==> config.mk <==
export PLATFORM = sky130hd
export DESIGN_NAME = queue_with_reverse_prefix_core
export DESIGN_NICKNAME = d
export VERILOG_FILES = /design/src/sv/qrp_pkg.sv /design/src/sv/qrp_ram.sv /design/src/sv/queue_with_reverse_prefix_core.sv
export SDC_FILE = /design/constraint.sdc
export NUM_CORES = 1
export LEC_CHECK = 0
export BUFFER_PORTS_ARGS = -buffer_cell sky130_fd_sc_hd__buf_4
export CAP_MARGIN = 20
export CORE_AREA = 2 2 445 447
export DETAILED_ROUTE_END_ITERATION = 10
export DIE_AREA = 0 0 447 449
export PLACE_DENSITY = 0.44
export SYNTH_ARGS = -nofsm -noshare
export SYNTH_HDL_FRONTEND = slang
export SYNTH_HIERARCHICAL = 1
export SYNTH_SLANG_ARGS = --single-unit
==> constraint.sdc <==
create_clock -name i_clk -period 5.1 [get_ports i_clk]
set_input_delay 0.51 -clock i_clk [delete_from_list [all_inputs] [get_ports i_clk]]
set_output_delay 0.51 -clock i_clk [all_outputs]
set_load 0.01 [all_outputs]
==> src/sv/qrp_pkg.sv <==
// shared types and constants for the queue with reverse-prefix block
`timescale 1ns / 1ps

package qrp_pkg;

    // fixed field widths
    localparam int ACTION_W   = 2;
    localparam int VALUE_W    = 32;
    localparam int KCOUNT_W   = 6;
    localparam int STATUS_W   = 2;
    localparam int IN_TDATA_W = 40;
    localparam int OUT_TDATA_W = 32;

    // requested action, carried on the input tuser
    typedef enum logic [ACTION_W-1:0] {
        ACT_ENQ  = 2'd0,
        ACT_DEQ  = 2'd1,
        ACT_LIST = 2'd2,
        ACT_REV  = 2'd3
    } t_action;

    // result status, carried on the output tuser
    typedef enum logic [STATUS_W-1:0] {
        ST_OK    = 2'd0,
        ST_FULL  = 2'd1,
        ST_EMPTY = 2'd2,
        ST_RANGE = 2'd3
    } t_status;

    // sequencer states
    typedef enum logic [2:0] {
        S_IDLE,
        S_DECODE,
        S_DEQ,
        S_LIST,
        S_SWAP_RB,
        S_SWAP_WA,
        S_SWAP_WB,
        S_DONE
    } t_state;

endpackage

==> src/sv/qrp_ram.sv <==
// generic single-write, single-read ram with registered read data
`timescale 1ns / 1ps

module qrp_ram #(
    parameter int WIDTH = 32,
    parameter int DEPTH = 32
) (
    input  logic                     i_clk,
    input  logic                     i_wr_en,
    input  logic [$clog2(DEPTH)-1:0] i_wr_addr,
    input  logic [WIDTH-1:0]         i_wr_data,
    input  logic                     i_rd_en,
    input  logic [$clog2(DEPTH)-1:0] i_rd_addr,
    output logic [WIDTH-1:0]         o_rd_data
);

    logic [WIDTH-1:0] r_mem [DEPTH];

    // write port
    always_ff @(posedge i_clk) begin
        if (i_wr_en) begin
            r_mem[i_wr_addr] <= i_wr_data;
        end
    end

    // read port, data held while not enabled
    always_ff @(posedge i_clk) begin
        if (i_rd_en) begin
            o_rd_data <= r_mem[i_rd_addr];
        end
    end

endmodule

==> src/sv/queue_with_reverse_prefix_core.sv <==
// Bounded word queue in a ring ram with enqueue, dequeue, list and reverse-first-k.
// Enqueue, rejected actions, reverse of k < 2: result from S_DECODE; dequeue from S_DEQ.
// List: results from S_LIST, one per cycle while not stalled, occupancy results in all.
// Reverse of k >= 2: floor(k/2) swaps through S_SWAP_WA and S_SWAP_WB, then S_DONE.
// One item is in work at a time; the next is taken once the sequencer is back to idle.
// Reset (i_rst_n low, synchronous) empties the queue; the ram contents are not cleared.
`timescale 1ns / 1ps

module queue_with_reverse_prefix_core
    import qrp_pkg::*;
#(
    parameter int QUEUE_DEPTH = 32
) (
    input  logic                   i_clk,
    input  logic                   i_rst_n,
    input  logic                   i_s_tvalid,
    output logic                   o_s_tready,
    input  logic [IN_TDATA_W-1:0]  i_s_tdata,   // value[31:0], reverse_count[37:32], zero pad
    input  logic [ACTION_W-1:0]    i_s_tuser,   // action[1:0]
    output logic                   o_m_tvalid,
    input  logic                   i_m_tready,
    output logic [OUT_TDATA_W-1:0] o_m_tdata,   // data_out[31:0]
    output logic [STATUS_W-1:0]    o_m_tuser,   // status[1:0]
    output logic                   o_m_tlast
);

    localparam int AW    = $clog2(QUEUE_DEPTH);
    localparam int CW    = $clog2(QUEUE_DEPTH + 1);
    localparam int CMP_W = (CW > KCOUNT_W) ? CW + 1 : KCOUNT_W + 1;

    // ring slot of a queue position
    function automatic logic [AW-1:0] slot_of(input logic [AW-1:0] head,
                                              input logic [CW-1:0] pos);
        logic [CW:0] sum;
        sum = (CW + 1)'(head) + (CW + 1)'(pos);
        if (sum >= (CW + 1)'(QUEUE_DEPTH)) begin
            sum = sum - (CW + 1)'(QUEUE_DEPTH);
        end
        return sum[AW-1:0];
    endfunction

    t_state                r_state, n_state;
    t_action               r_action;
    logic [VALUE_W-1:0]    r_value;
    logic [KCOUNT_W-1:0]   r_k;
    logic [AW-1:0]         r_head;
    logic [CW-1:0]         r_occ;
    logic [CW-1:0]         r_pos;
    logic [CW-1:0]         r_lo;
    logic [CW-1:0]         r_hi;
    logic [VALUE_W-1:0]    r_tmp;
    logic                  r_more;

    logic                  r_out_valid;
    t_status               r_out_status;
    logic [VALUE_W-1:0]    r_out_data;
    logic                  r_out_last;

    logic                  out_free;
    logic                  in_xfer;
    logic                  is_full;
    logic                  is_empty;
    logic                  k_over;
    logic                  k_small;
    logic                  list_last;
    logic                  wa_more;

    logic                  emit;
    t_status               emit_status;
    logic [VALUE_W-1:0]    emit_data;
    logic                  emit_last;
    logic                  rd_en;
    logic [CW-1:0]         rd_pos;
    logic                  wr_en;
    logic [CW-1:0]         wr_pos;
    logic [VALUE_W-1:0]    wr_data;
    logic [VALUE_W-1:0]    rd_data;

    // handshake and status terms
    assign out_free   = !r_out_valid || i_m_tready;
    assign o_s_tready = (r_state == S_IDLE);
    assign in_xfer    = i_s_tvalid && o_s_tready;
    assign is_full    = (r_occ == CW'(QUEUE_DEPTH));
    assign is_empty   = (r_occ == '0);
    assign k_over     = CMP_W'(r_k) > CMP_W'(r_occ);
    assign k_small    = (r_k < KCOUNT_W'(2));
    assign list_last  = ((CW + 1)'(r_pos) + (CW + 1)'(1)) == (CW + 1)'(r_occ);
    assign wa_more    = ((CW + 1)'(r_lo) + (CW + 1)'(2)) < (CW + 1)'(r_hi);

    // ring storage
    qrp_ram #(
        .WIDTH(VALUE_W),
        .DEPTH(QUEUE_DEPTH)
    ) u_ram (
        .i_clk    (i_clk),
        .i_wr_en  (wr_en),
        .i_wr_addr(slot_of(r_head, wr_pos)),
        .i_wr_data(wr_data),
        .i_rd_en  (rd_en),
        .i_rd_addr(slot_of(r_head, rd_pos)),
        .o_rd_data(rd_data)
    );

    // next state
    always_comb begin
        n_state = r_state;
        unique case (r_state)
            S_IDLE: begin
                if (in_xfer) n_state = S_DECODE;
            end
            S_DECODE: begin
                unique case (r_action)
                    ACT_ENQ: begin
                        if (out_free) n_state = S_IDLE;
                    end
                    ACT_DEQ: begin
                        if (!is_empty)     n_state = S_DEQ;
                        else if (out_free) n_state = S_IDLE;
                    end
                    ACT_LIST: begin
                        if (!is_empty)     n_state = S_LIST;
                        else if (out_free) n_state = S_IDLE;
                    end
                    ACT_REV: begin
                        if (!k_over && !k_small) n_state = S_SWAP_RB;
                        else if (out_free)       n_state = S_IDLE;
                    end
                    default: n_state = S_IDLE;
                endcase
            end
            S_DEQ: begin
                if (out_free) n_state = S_IDLE;
            end
            S_LIST: begin
                if (out_free && list_last) n_state = S_IDLE;
            end
            S_SWAP_RB: n_state = S_SWAP_WA;
            S_SWAP_WA: n_state = S_SWAP_WB;
            S_SWAP_WB: n_state = r_more ? S_SWAP_WA : S_DONE;
            S_DONE: begin
                if (out_free) n_state = S_IDLE;
            end
            default: n_state = S_IDLE;
        endcase
    end

    // sequencer outputs: result emission and ram access
    always_comb begin
        emit        = 1'b0;
        emit_status = ST_OK;
        emit_data   = '0;
        emit_last   = 1'b1;
        rd_en       = 1'b0;
        rd_pos      = '0;
        wr_en       = 1'b0;
        wr_pos      = '0;
        wr_data     = r_value;
        unique case (r_state)
            S_IDLE: ;
            S_DECODE: begin
                unique case (r_action)
                    ACT_ENQ: begin
                        emit        = out_free;
                        emit_status = is_full ? ST_FULL : ST_OK;
                        wr_en       = out_free && !is_full;
                        wr_pos      = r_occ;
                    end
                    ACT_DEQ, ACT_LIST: begin
                        if (is_empty) begin
                            emit        = out_free;
                            emit_status = ST_EMPTY;
                        end else begin
                            rd_en = 1'b1;
                        end
                    end
                    ACT_REV: begin
                        if (k_over) begin
                            emit        = out_free;
                            emit_status = ST_RANGE;
                        end else if (k_small) begin
                            emit = out_free;
                        end else begin
                            rd_en = 1'b1;
                        end
                    end
                    default: ;
                endcase
            end
            S_DEQ: begin
                emit      = out_free;
                emit_data = rd_data;
            end
            S_LIST: begin
                emit      = out_free;
                emit_data = rd_data;
                emit_last = list_last;
                rd_en     = out_free && !list_last;
                rd_pos    = r_pos + CW'(1);
            end
            S_SWAP_RB: begin
                rd_en  = 1'b1;
                rd_pos = r_hi;
            end
            S_SWAP_WA: begin
                wr_en   = 1'b1;
                wr_pos  = r_lo;
                wr_data = rd_data;
                rd_en   = wa_more;
                rd_pos  = r_lo + CW'(1);
            end
            S_SWAP_WB: begin
                wr_en   = 1'b1;
                wr_pos  = r_hi;
                wr_data = r_tmp;
                rd_en   = r_more;
                rd_pos  = r_hi - CW'(1);
            end
            S_DONE: begin
                emit = out_free;
            end
            default: ;
        endcase
    end

    // control state
    always_ff @(posedge i_clk) begin
        if (!i_rst_n) begin
            r_state <= S_IDLE;
            r_head  <= '0;
            r_occ   <= '0;
        end else begin
            r_state <= n_state;
            if (r_state == S_DECODE && r_action == ACT_ENQ && out_free && !is_full) begin
                r_occ <= r_occ + CW'(1);
            end
            if (r_state == S_DEQ && out_free) begin
                r_occ  <= r_occ - CW'(1);
                r_head <= (r_head == AW'(QUEUE_DEPTH - 1)) ? '0 : r_head + AW'(1);
            end
        end
    end

    // item latch and work registers
    always_ff @(posedge i_clk) begin
        if (in_xfer) begin
            r_action <= t_action'(i_s_tuser);
            r_value  <= i_s_tdata[VALUE_W-1:0];
            r_k      <= i_s_tdata[VALUE_W +: KCOUNT_W];
        end
        if (r_state == S_DECODE) begin
            r_pos <= '0;
            r_lo  <= '0;
            r_hi  <= CW'(CMP_W'(r_k) - CMP_W'(1));
        end
        if (r_state == S_LIST && out_free && !list_last) begin
            r_pos <= r_pos + CW'(1);
        end
        if (r_state == S_SWAP_RB) begin
            r_tmp <= rd_data;
        end
        if (r_state == S_SWAP_WA) begin
            r_lo   <= r_lo + CW'(1);
            r_more <= wa_more;
        end
        if (r_state == S_SWAP_WB) begin
            r_hi <= r_hi - CW'(1);
            if (r_more) r_tmp <= rd_data;
        end
    end

    // output register
    always_ff @(posedge i_clk) begin
        if (!i_rst_n) begin
            r_out_valid <= 1'b0;
        end else if (emit) begin
            r_out_valid <= 1'b1;
        end else if (i_m_tready) begin
            r_out_valid <= 1'b0;
        end
    end

    always_ff @(posedge i_clk) begin
        if (emit) begin
            r_out_status <= emit_status;
            r_out_data   <= emit_data;
            r_out_last   <= emit_last;
        end
    end

    assign o_m_tvalid = r_out_valid;
    assign o_m_tdata  = r_out_data;
    assign o_m_tuser  = r_out_status;
    assign o_m_tlast  = r_out_last;

`ifndef SYNTH
    // occupancy never passes the ring size
    a_occ_bound: assert property (@(posedge i_clk) disable iff (!i_rst_n)
        r_occ <= CW'(QUEUE_DEPTH))
        else $error("occupancy above queue depth");

    // swap pointers stay ordered while swapping
    a_swap_order: assert property (@(posedge i_clk) disable iff (!i_rst_n)
        (r_state == S_SWAP_WA) |-> (r_lo < r_hi))
        else $error("swap pointers crossed");

    // listing, dequeue and idle never write the ram
    a_no_write: assert property (@(posedge i_clk) disable iff (!i_rst_n)
        (r_state == S_LIST || r_state == S_DEQ || r_state == S_IDLE) |-> !wr_en)
        else $error("unexpected ram write");

    // an accepted item is decoded on the next cycle
    a_decode: assert property (@(posedge i_clk) disable iff (!i_rst_n)
        in_xfer |=> (r_state == S_DECODE))
        else $error("accepted item not decoded");

    // a result is never overwritten while stalled
    a_no_overrun: assert property (@(posedge i_clk) disable iff (!i_rst_n)
        emit |-> out_free)
        else $error("result overrun");
`endif

endmodule
==> out/summary.md <==
Clock skew on the completed layout was measured at 0.0246 ns. Before antenna repair, the detailed router went through 5 iterations. Summed over all layers, the global routing overflow is 0. The main combinational cell family by area after synthesis was multiplexers. The static leakage was 18.0 nW.

The synthesized netlist devotes 1.02% of its cell area to adder and majority cells. The area of the placeable core came out at 0.196 mm2. The slack of the critical path is 0.382 ns. Setup repair after global routing left no endpoint under its margin.

The worst-skew pair later-pin latency is 0.76 ns, and the count of endpoints failing hold in the final timing report is 0. Leaving out fill and tap cells, the most frequent cell in the layout is edfxtp_1. Peak per-stage delay on the critical path: 0.81 ns.

The flow ran to the end, and the final reports show no timing, DRC or antenna violations. After detailed routing, the average wire length per cell comes to 22.2 um. The count of port buffers added during placement came out at 80.

The number of pins exceeding their max-slew limit in the final report came out at 0. The average vias per placed instance came out at 4.45. Entering global routing, the biggest net connects 105 pins.

In this run the clock root is driven by a clkbuf_16. TritonCTS built the clock tree. The total DRC errors in the routed layout is 0, and the required time of the critical path is 5.54 ns.

Max-cap violations in this run came to 0. Via count of the first global-routing pass: 27,400. Setup violations remaining at the end of the flow were counted as 0. The H-tree generated during clock tree synthesis spans 4 levels. Wire length reported by the detailed router: 135 mm.

Post-synthesis average cell area: 15.8 um2. In this run the tightest slew margin relative to its limit is 27.9%. In this run the worst path has a maximum fanout of 11. The clock passes through at most 3 buffers. The portion of the clock cycle consumed by the worst path in the final layout was 92.5%; the number of gates resized after cts was 0. The number of CTS-inserted buffers is 133. The highest-utilization routing layer at the global route stage is met2. The worst setup path is captured at a register.

The number of enable-type register cells in the synthesized netlist came out at 1,150. The classification of the worst setup path is register to register. Register clock-pin slew on the reported worst setup and hold paths: 0.06 ns.

In the synthesized netlist the dominant register cell turns out to be edfxtp_1. The post-synthesis share of cell area spent on xor and xnor gates came out at 0.746%. The tools report the sort of element at the start of the critical path as a register.

From synthesis to final layout, the design area changed by 19.7%. Power spread over the standard cell area amounts to 370 mW/mm2. Cells with a size suffix above 1 make up 14.4% of the layout. For this block, the initial DRC count from the detailed router was 1,851. The pre-CTS worst setup slack was 0.368 ns. The finished cells cover 0.0584 mm2. For this run, the number of standard cells in the final layout without fillers is 6,067. Counting both buffers and inverters, the worst setup path holds a total of 2.

The final layout contains 3,407 nets. Post-synthesis sequential element count: 1,197. For met2 alone, demand over resource in global routing was 21.6%. When the netlist entered floorplanning its net count stood at 3,181. The count of nets left with antenna violations once routing finished came out at 0. The measured slew at the worst slew-check pin was 1.08 ns; the post-synthesis sequential area ratio was 72.7%. Summing the areas of all and, or, nand and nor instances in the mapped netlist gives 5.20% of the synthesized area.

From bottom edge to top edge, the die measures 449 um. The overall die area is 0.201 mm2, and the placed cell count is 5,788. The logs give 0.0488 mm2 for the area of the mapped netlist and 24.9% for the starting density of the core.

Clock tree synthesis found a total of 1,197 sinks. The run gives 66 as the number of distinct library cells after synthesis. Leaving out fill and tap cells, the most frequent cells in the layout are edfxtp_1, mux2i_1, buf_4. Counting every instance in the synthesized netlist gives 3,097. The run gives 0.000338 V as the worst ir drop on vdd. In the synthesized netlist the async set-or-reset flop fraction comes to 0%. Derived from the worst setup path, the maximum achievable clock frequency is 212 MHz. The initial antenna violation count was 4; the final critical path time including I/O delays and setup was 4.72 ns. The signal on the critical path passes through inv_1, ha_1, and4bb_2, a221o_1, ha_1, fa_1, a21o_1, a21oi_1, xnor2_1, xnor2_1, or3b_2, nor2_4, buf_4.

Category of cells accounting for the largest share of critical-path delay: simple AND/OR/NAND/NOR gates. The run gives 13.2% as the overall fraction of global-route tracks in use. The library cell contributing the largest single delay on the critical path is xnor2_1. The worst hold path belongs to the class primary input to register. The global-route wire length before repair was 193 mm. The logs give 83 for the number of placed I/O pins and 21.6 mW for the power after layout. The HPWL after detailed placement is 79.1 mm.

The yosys synthesis warning count was 6; the number of rows created at floorplan was 163. The share of cell area taken by muxes after synthesis came out at 11.3%. The standard cell area after detailed placement is 0.0540 mm2, and the global routing met1 resource utilization is 17.9%.

Data on the critical path arrives at its endpoint at 5.16 ns. The width of the die is 447 um, and the global placer's final weighted congestion is 0.750. Adding up every negative setup slack in the final design gives 0 ns. The detailed router placed 27,000 vias in this run. The synthesized netlist devotes 6.69% of its cell area to compound gates.

Global routing consumed, on the met3 layer, 2.40% of the routing resources.
==> path summary, 6_finish.rpt <==
| path | startpoint | to | slack [ns] | cells after the start |
|---|---|---|---|---|
| setup / recovery | r_action[0] | u_ram/r_mem[19][17] | 0.38 | 13 |
| hold / removal | i_rst_n | r_occ[5] | 0.08 | 3 |
| setup reg to reg | r_action[0] | u_ram/r_mem[19][17] | 0.38 | 13 |
| hold reg to reg | r_tmp[31] | r_tmp[31] | 0.47 | 2 |
==> registers in the layout (all words and copies together) (netlist names) <==
signal	count
o_m_tvalid	1
r_more	1
o_m_tdata	32
r_pos	6
r_value	32
r_hi	6
u_ram/r_mem	1024
r_occ	6
u_ram/o_rd_data	32
r_state	3
r_action	2
o_m_tuser	2
r_tmp	32
r_lo	6
o_m_tlast	1
r_head	5
r_k	6
==> layer usage <==
layer | vias to the layer above | routed length [um] | share of wire, %
met1 | 13800 | 62200 | 46
met2 | 538 | 63700 | 47
met3 | 164 | 5930 | 4.4
li1 | 12500 | - | -
met5 | - | 0 | 0
met4 | 0 | 2750 | 2.0
==> where the power goes <==
group / internal, mW / switching [mW] / total [mW] / leakage, nW
Clock: 5.20 / 3.88 / 9.07 / 1.99
Sequential: 11.2 / 0.112 / 11.3 / 10.9
Combinational: 0.404 / 0.847 / 1.25 / 5.09
==> synthesized netlist by cell type, drive strengths merged (5+ instances only) <==
cell | n | share of area (%)
a21o | 7 | 0.11
a21oi | 152 | 1.6
a22o | 65 | 1.2
a22oi | 97 | 1.5
a31oi | 68 | 0.87
and2 | 36 | 0.46
buf | 97 | 1.3
clkbuf | 81 | 0.64
dfxtp | 47 | 1.9
edfxtp | 1150 | 71
ha | 35 | 0.90
inv | 57 | 0.44
mux2i | 548 | 11
nand2 | 171 | 1.3
nand2b | 42 | 0.54
nand3 | 107 | 1.1
nand3b | 6 | 0.092
nand4 | 5 | 0.064
nor2 | 94 | 0.73
nor2b | 8 | 0.10
nor3 | 42 | 0.43
o21ai | 50 | 0.51
o22ai | 37 | 0.47
or3 | 5 | 0.064
xnor2 | 25 | 0.45
xor2 | 14 | 0.25
==> logic make-up after synthesis <==
kind of cell | after synthesis
AOI/OAI and AO/OA | 503
xor gates and xnor gates | 40
adders and majority gates | 38
buffers and inverters | 236
DFF | 1197
muxes | 549
and+or+nand+nor | 534
==> layout make-up <==
cell class              instances  area, um2
clock inverters                57        398
well taps                    2640       3300
clock buffers                 181       3670
repair buffers                269       2700
multi-input cells            1664      12700
fillers                     19500     138000
diodes                          1       2.50
flip-flops and latches       1197      35500
inverters                      58        219
==> what timing repair did <==
item / in CTS / in global routing
endpoints found under the hold margin: 40 / 0
hold buffers: 40 / 0
buffers inserted: 0 / 0
==> stage by stage <==
stage	utilization (%)	hold WS [ns]
floorplan	-	0.449
global placement	27.5	0.463
detailed placement	27.5	0.466
CTS	29.8	0.0133
global route	29.8	0.0487
finish	29.8	0.0774
==> worst min-delay path: cells and delay by family <==
family / cells / cell delay [ns]
buffers and inverters: 1 / 0.15
muxes: 1 / 0.05
and+or+nand+nor: 1 / 0.06
No activity file was read; power rests on OpenSTA's default activity.
